### config.mk
export PLATFORM = sky130hd
export DESIGN_NAME = gf128mu_stage
export DESIGN_NICKNAME = d
export VERILOG_FILES = /design/src/gf128mu_pkg.sv /design/src/gf128mu_stage.sv
export SDC_FILE = /design/constraint.sdc
export NUM_CORES = 1
export LEC_CHECK = 0
export ABC_AREA = 0
export ABC_CLOCK_PERIOD_IN_PS = 2800
export BUFFER_PORTS_ARGS = -buffer_cell sky130_fd_sc_hd__buf_2
export CORE_AREA = 2 2 305 307
export DETAILED_ROUTE_END_ITERATION = 10
export DIE_AREA = 0 0 307 309
export SLEW_MARGIN = 20
export SYNTH_ARGS = -nofsm -noshare
export SYNTH_HDL_FRONTEND = slang
export SYNTH_SLANG_ARGS = --single-unit
export TNS_END_PERCENT = 1
### constraint.sdc
create_clock -name aclk -period 2.8 [get_ports aclk]
set_input_delay 0.7 -clock aclk [delete_from_list [all_inputs] [get_ports aclk]]
set_output_delay 0.7 -clock aclk [all_outputs]
set_load 0.05 [all_outputs]
### src/gf128mu_pkg.sv
// Shared types, constants and the field doubling function for the GF(2^128) multiplier.
// No dependencies; every other file of the block imports this package.
`timescale 1ns / 1ps

package gf128mu_pkg;

    // Field and stream geometry
    localparam int FIELD_W     = 128;
    localparam int HALF_W      = 64;
    localparam int S_DATA_W    = 2 * FIELD_W;
    localparam int M_DATA_W    = FIELD_W;
    localparam int STEP_BITS   = 8;
    localparam int NUM_STAGES  = FIELD_W / STEP_BITS;

    // Low terms of x^128 + x^7 + x^2 + x + 1
    localparam logic [FIELD_W-1:0] REDUCE_POLY = FIELD_W'('h87);

    // One pipeline slot: running product, multiplicand and unconsumed multiplier bits
    typedef struct packed {
        logic               valid;
        logic [FIELD_W-1:0] acc;
        logic [FIELD_W-1:0] a;
        logic [FIELD_W-1:0] b;
    } stage_t;

    // Multiply by x and reduce
    function automatic logic [FIELD_W-1:0] gf_dbl(input logic [FIELD_W-1:0] v);
        logic [FIELD_W-1:0] shifted;
        shifted = {v[FIELD_W-2:0], 1'b0};
        return v[FIELD_W-1] ? (shifted ^ REDUCE_POLY) : shifted;
    endfunction

endpackage

### src/gf128mu_stage.sv
// One pipeline stage of the GF(2^128) multiplier: consumes STEP_BITS bits of b, MSB first.
// Depends on gf128mu_pkg.
`timescale 1ns / 1ps

module gf128mu_stage (
    input  logic                 aclk,
    input  logic                 aresetn,
    input  logic                 advance,
    input  gf128mu_pkg::stage_t  stage_in,
    output gf128mu_pkg::stage_t  stage_out
);
    import gf128mu_pkg::*;

    stage_t stage_reg;
    stage_t stage_next;

    // Horner steps: double the running value, then add a where the b bit is set
    always_comb begin
        logic [FIELD_W-1:0] acc;
        acc = stage_in.acc;
        for (int i = 0; i < STEP_BITS; i++) begin
            acc = gf_dbl(acc) ^ (stage_in.b[FIELD_W-1-i] ? stage_in.a : '0);
        end
        stage_next.valid = stage_in.valid;
        stage_next.acc   = acc;
        stage_next.a     = stage_in.a;
        stage_next.b     = {stage_in.b[FIELD_W-STEP_BITS-1:0], {STEP_BITS{1'b0}}};
    end

    // Valid bit cleared by reset; payload not reset; hold everything on stall
    always_ff @(posedge aclk) begin
        if (!aresetn) begin
            stage_reg.valid <= 1'b0;
        end else if (advance) begin
            stage_reg.valid <= stage_next.valid;
        end
        if (advance) begin
            stage_reg.acc <= stage_next.acc;
            stage_reg.a   <= stage_next.a;
            stage_reg.b   <= stage_next.b;
        end
    end

    assign stage_out = stage_reg;

endmodule

==> results list, run 1 <==
- The largest individual stage delay along the critical path comes from the cell sky130_fd_sc_hd__edfxtp_1.
- Setup violators final: 0
* # clock sinks: about 380
- The cell area that synthesis handed to floorplanning was around 0.025 sq mm.
- Initial antenna violation count: 17
- CP top delay family: flip-flops
- Footprint of the multi-input gates: between 0.01 and 0.015 sq mm
* Cells along the critical path: buf_2
- Overflow after GRT: 0
- Min-Delay Path Class: in -> reg
* Placer Congestion: around 0.80
* Port Buffers: ~760
* Die Outline Area: 0.09486 sq mm
- Crit. Startpoint: stage_out[263]$_DFFE_PP_
* Outcome: complete, no violations
- The clock network accounts for approximately 25% of the total power.
* CP Buf/Inv Count: 1
- Worst-margin pin slew: 0.6438 ns
* Kind of launch point of the worst setup path: register
* Most common library cell in the layout ignoring fill and taps: sky130_fd_sc_hd__nand2_1
- In this run the critical register-to-register path is launched from stage_out[384]$_SDFFE_PN0P_.
* Final TNS setup: 0 ns
- TritonCTS Buffers: 45
* First-pass GRT wire length: 122.9 mm
- 773 I/O pins were placed.
- Initial cell density of the core: between 20% and 30%
- Maximum level of the CTS H-tree: 2
- Number of search-and-repair iterations in the first detailed-routing pass: 5
- The clock reaches the later pin of the worst-skew pair after between 0.6 and 0.7 ns.
- Based on the critical path, the design can be clocked at up to 0.4852 GHz.
- Hold is met by between 0.2 and 0.3 ns.
- VDD sags by at most about 0.44 mV.
- After detailed routing, the number of remaining DRC violations is 0.
- Worst slew margin relative to its limit: between 50% and 60%
- For this run, the number of Yosys warnings is 0.
* Pins Over Slew Limit: 0
- Fraction of final layout cells with drive strength greater than 1: between 20 and 30%
* Total power of the final layout: around 0.022 W
- Arrival time at the worst endpoint: approximately 1.4 ns
- Startpoint of the tightest hold check path: stage_in[12]
* Clock tree from TritonCTS: built
* Area of the core region: around 0.09 sq mm
- For this run, global-route usage on met1 was measured as a little over a fifth.
- Final worst path period share: between 70% and 80%
- In this run, synthesis produced a sequential element count of ~380.
* Violation count after the first detailed-route iteration: ~1200
- The register with the most flip-flops in the layout has 377 of them.
- In this run the deepest clock path goes through 3 buffers.
- At the end of the flow, the number of nets in the layout was 3714.
- Instance count of the mapped netlist: around 2700
- Setup repair bufs after CTS: 0
* Vias: approximately 20000
- Height of the chip: slightly above 300 um
- Using the TritonRoute via totals, the vias-per-cell ratio works out to 4.351.
* Maximum number of pins on one net before global-route repair: 74
* Minimum clock period: 2.061 ns
- Combinational power share: roughly 41%
- Across the whole layout, storage elements account for 0.01131 sq mm.
* Kind of critical path: reg -> out
* Cell variety after synth: 17
- Cell internal power was estimated by the tool at 0.01347 W.
- Mean routed wirelength per cell: around 19 um
- Global routing used around 4.8% of the available met3 tracks.
- Area grow syn2layout: 25.76%
* Overall fraction of global-route tracks in use: approximately 17%
* CTS Root Buffer Type: sky130_fd_sc_hd__clkbuf_16
- Row generation in the floorplan step produced ~110 rows.
- The number of global-route vias before repair came to 19127.
- In this run the static leakage power is around 13 nW.
- Across the routed clock network, the largest skew measured is 0 ns.
* Wire length reported by the detailed router: 84.92 mm
- Setup repair after global routing left no endpoint under its margin.
- Hold repair after CTS inserted 0 buffers.
* Count of endpoints failing hold in the final timing report: 0
- Sw Pwr: between 0.008 and 0.009 W
* Proportion of synthesized chip area in sequential cells: 44.46%
- Critical Path Sink Type: primary output
* Clock transition at the register clock pins on the worst setup and hold paths after CTS: about 0.07 ns
- Net Sw Frac: around 40%
- Critical path peak fanout: 1
- The finished layout holds roughly 4500 standard cells, fillers aside.
- Sequential cells burn about 34% of the power.
* Post-Place Setup Slack: roughly 0.15 ns
- Number of placed instances with taps included: approximately 4500
- Worst path max stage delay: 0.39 ns
- Post-CTS sizing: 0
- The die is around 310 um wide.
* Filler Cell Count: around 9400
* Critical path data required time: approximately 2.1 ns
* GR peak layer: met2
- A synthesized cell averages roughly 9.5 sq um.
- The count of nets left with antenna violations once routing finished came out at 0.
- The top cell types in the final layout, fill and taps aside, are sky130_fd_sc_hd__nand2_1, sky130_fd_sc_hd__xnor2_1, sky130_fd_sc_hd__buf_2.
- In this run the power density over the cells is around 700 mW/mm^2.
* Post-route worst setup slack: roughly 0.74 ns
* Global routing met2 resource utilization: between 20% and 30%
- Once detailed placement completed, the half-perimeter wirelength came to roughly 64 mm.
- Max cap viols: 0
==> area by class of cell <==
| cell class | instances | share of cell area (%) |
|---|---|---|
| clock inverters | 24 | 0.7001 |
| multi-input cells | 2067 | 41.02 |
| repair buffers | 835 | 14.67 |
| diodes | 1 | 0.007822 |
| clock buffers | 52 | 3.602 |
| flip-flops and latches | 377 | 35.36 |
| well taps | 1186 | 4.639 |
==> power by group through the flow <==
stage | combinational, W | clock [W] | sequential [W]
after floorplan | 0.00366 | 0 | 0.0109
after global placement | 0.00908 | 0 | 0.00776
after detailed placement | 0.00915 | 0 | 0.00776
after CTS | 0.00917 | 0.00584 | 0.00766
after global routing | 0.00961 | 0.00602 | 0.00773
final | 0.00907 | 0.00566 | 0.00764
==> worst register-to-register path, cell delays in order, from the launching register on <==
cell	delay (ns)
sky130_fd_sc_hd__dfxtp_1	0.31
sky130_fd_sc_hd__mux2i_1	0.12
sky130_fd_sc_hd__nor2b_1	0.06
==> kinds of logic after synthesis <==
group         after synthesis  share of synthesized area [%]
simple gates             1025                          15.14
xor+xnor                 1033                          36.28
mux                         1                        0.03935
flops                     377                          44.46
buf+inv                   248                          4.053
other cells                 1                        0.01474
==> cells in the mapped netlist (all sizes together) <==
library cell | count | area (sq um)
buf | 74 | 377.9
xor2 | 258 | 2260
dfxtp | 1 | 20.02
mux2i | 1 | 10.01
nor2b | 1 | 6.260
xnor3 | 12 | 272.8
xnor2 | 762 | 6674
edfxtp | 376 | 11290
conb | 1 | 3.750
nand2 | 1024 | 3846
clkbuf | 174 | 653.1
xor3 | 1 | 23.77
==> metrics by stage <==
| stage | instance area (sq um) | utilization [%] |
|---|---|---|
| final | 31990 | 35.01 |
| after floorplan | 25460 | - |
| after global placement | 30610 | 33.50 |
| after global routing | 31990 | 35.00 |
| after CTS | 31990 | 35.00 |
| after detailed placement | 30610 | 33.50 |
==> path summary, 6_finish.rpt <==
| kind | endpoint | slack [ns] | cells past startpoint |
|---|---|---|---|
| max | stage_out[263] | 0.74 | 1 |
| min | stage_out[20]$_DFFE_PP_ | 0.26 | 1 |
| max reg2reg | stage_out[384]$_SDFFE_PN0P_ | 2.21 | 2 |
| min reg2reg | stage_out[384]$_SDFFE_PN0P_ | 0.52 | 2 |
==> per-layer routing <==
metal	routed length, um	part of all wire [%]
met1	34910	41
met3	6654	7.8
met2	41930	49
met4	1331	1.6
met5	88	0.10
(Power assumes the default switching activity.)
==> run 2: changes to the inputs <==
Settings changed: ABC_CLOCK_PERIOD_IN_PS 2800 to 1700.
Clock period 2.8 ns to 1.7 ns, I/O delays scaled along.
==> run 2 against run 1 <==
The flow now finishes with violations (negative setup slack). Register-to-register slack worse by 1.1 ns. Final cell count is 7.1% higher. Wire length is 4.1% higher. Sequential power is 66% higher. Critical path type unchanged. Critical endpoint is now stage_out[312]. Largest power group unchanged. Highest routed layer unchanged.
==> results list, run 2 (synthesis results as in run 1) <==
- Initial cell density of the core: 27.84% (unchanged)
* Fraction of final layout cells with drive strength greater than 1: 30.14% (+3.3 points)
- The flow ran to the end, but the final reports show violations.
- The worst setup path is launched from a register.
* DRC violation count after routing: 0 (unchanged)
* Setup violators final: 2 (+2)
- Worst path max stage delay: 0.49 ns (+0.10 ns)
* Most common library cell in the layout ignoring fill and taps: sky130_fd_sc_hd__nand2_1
- CP Buf/Inv Count: 1 (unchanged)
* Hpwl dp: 67.47 mm (+5.9%)
* Maximum level of the CTS H-tree: 2 (unchanged)
- Vias: 21267 (+7.6%)
- Minimum clock period: around 1.7 ns
- Critical path data required time: 1.27 ns (-0.83 ns)
- Violation count after the first detailed-route iteration: 1501 (+24%)
- Final worst path period share: 101.8%
* Max cap viols: 0 (unchanged)
- The worst clock skew came to 0 ns (unchanged).
- TritonCTS Buffers: 44 (-2.2%)
- In this run the worst hold path is classified as in -> reg.
* Routed via count divided by cell count: 4.371 (+0.46%)
* Filler Cell Count: 8995 (-3.8%)
* Count of endpoints failing hold in the final timing report: 0 (unchanged)
* Top library cells by usage in the layout, fill and taps aside: sky130_fd_sc_hd__nand2_1, sky130_fd_sc_hd__xnor2_1, sky130_fd_sc_hd__buf_2
- The final setup slack of the worst path came to -0.03100 ns (-0.7702 ns).
- The final reports fail on negative setup slack.
- Port Buffers: 764 (unchanged)
- The total global routing overflow is 0 (unchanged).
- The number of antenna violations at the first check in global routing was 6 (-11).
* Arrival time at the worst endpoint: 1.31 ns (-0.05 ns)
* Setup slack of the most critical reg-to-reg path: 1.07 ns (-1.14 ns)
* Number of instances on the worst hold path: 1 (unchanged)
- CTS Root Buffer Type: sky130_fd_sc_hd__clkbuf_16
- The placer's final routability congestion estimate was 0.8332 (+4.7%).
* Die width: 307 um (unchanged)
- On the critical path, the stage with the largest delay is an instance of sky130_fd_sc_hd__edfxtp_1.
- Timing would allow up to about 0.58 GHz.
* Critical Path Sink Type: primary output
- Die Outline Area: 0.09486 sq mm (unchanged)
* Area of the core region: 0.09139 sq mm (unchanged)
- The number of pins with negative max-slew slack in the final report came to 0 (unchanged).
- Kind of critical path: reg -> out
- In this run the most critical hold path is launched from stage_in[73].
- TritonCTS built the clock tree.
- RR Endpoint: stage_out[384]$_SDFFE_PN0P_
- Clock transition at the register clock pins on the worst setup and hold paths after CTS: 0.06 ns (about the same)
- The startpoint identified for the worst register-to-register timing path is stage_out[384]$_SDFFE_PN0P_.
- The global-route wire length before repair came to 130.3 mm (+6.0%).
- The kind of cell with the highest combined delay along the critical path is flip-flops.
- RSZ-0062 raised after global routing: yes
- The antenna violation net count after detailed routing is 0 (unchanged).
- Critical path peak fanout: 1 (unchanged)
* Maximum number of pins on one net before global-route repair: 57 (-23%)
* Number of search-and-repair iterations in the first detailed-routing pass: 5 (unchanged)
- # clock sinks: 377 (unchanged)
* Wire length reported by the detailed router: 88.39 mm (+4.1%)
- The maximum vdd ir drop is 0.6698 mV (+53%).
- The number of ports placed on the die boundary came to 773 (unchanged).
- The leakage power total was 14.56 nW (+13%).
- Setup repair bufs after CTS: 0 (unchanged)
- Area grow syn2layout: 38.72%
- The worst hold path terminates at stage_out[81]$_DFFE_PP_.
* Clock network latency to the later pin of the worst-skew pair: 0.60 ns (about the same)
- Overall fraction of global-route tracks in use: 17.90% (+0.81 points)
* Cell Area, Placed: 0.03228 sq mm (+5.4%)
* Reg2reg path depth: 2 (unchanged)
* Final TNS setup: -0.04536 ns (-0.04536 ns)
- Height of the chip: 309 um (unchanged)
* Cells along the critical path: buf_6
- Number of nets in the final layout: 4030 (+8.5%)
* Power per standard cell area: 1094 mW/mm^2 (+56%)
* Total power of the final layout: 0.03860 W (+73%)
- Rows: 111 (unchanged)
- Number of global-route vias before repair: 20899 (+9.3%)
- Max Root-Sink Buffers: 3 (unchanged)
- The routed length per placed instance came to 18.17 um (-2.8%).
- The number of flip-flops in the largest register came to 377 (unchanged).
* Cell area after layout: 0.03529 sq mm (+10%)
## run 2: per-stage QoR
step | util (%) | std cells | hold slack [ns] | setup WS [ns]
after floorplan | - | 2692 | 0.5239 | -0.1818
after global placement | 35.32 | 4663 | 0.4975 | -0.4329
after detailed placement | 35.32 | 4663 | 0.5187 | -0.4382
after CTS | 38.52 | 4860 | 0.002577 | -0.08479
after global routing | 38.61 | 4864 | 0.01984 | -0.07353
final | 38.61 | 4866 | 0.06121 | -0.03100
## run 2: final cells by class
class | instances | area [sq um] | share of cell area (%)
Clock inverter | 29 | 366.6 | 1.039
Antenna cell | 4 | 10.01 | 0.02837
Sequential cell | 377 | 11310 | 32.05
Clock buffer | 51 | 1149 | 3.255
Multi-Input combinational cell | 2067 | 13150 | 37.25
Tap cell | 1186 | 1484 | 4.205
Timing Repair Buffer | 1152 | 7823 | 22.17
## run 2: power by group
part / switching (W) / internal (W)
Combinational: 0.0102 / 0.00565
Sequential: 0.000518 / 0.0122
Clock: 0.00409 / 0.00596
## run 2: worst max-delay path by stage
stage,slack (ns),end,cells after the start,startpoint
final,-0.03,stage_out[312],1,stage_out[312]$_DFFE_PP_
after global routing,-0.07,stage_out[312],1,stage_out[312]$_DFFE_PP_
after CTS,-0.08,stage_out[312],1,stage_out[312]$_DFFE_PP_
after detailed placement,-0.44,stage_out[314]$_DFFE_PP_,8,stage_in[126]
after global placement,-0.43,stage_out[314]$_DFFE_PP_,8,stage_in[126]
after floorplan,-0.18,stage_out[258]$_DFFE_PP_,6,stage_in[252]
## run 2: routing by layer
layer	track usage [%]	vias up	wire length [um]
met4	5.649	4	2539
met3	4.097	118	6233
met5	0	-	27
li1	-	10190	-
met2	31.58	773	44220
met1	21.54	10182	35380
## run 2: timing repair
item,in CTS,in global routing
resized for setup,83,21
endpoints found under the hold margin,117,2
hold buffers,117,2
setup endpoints to repair,56,40
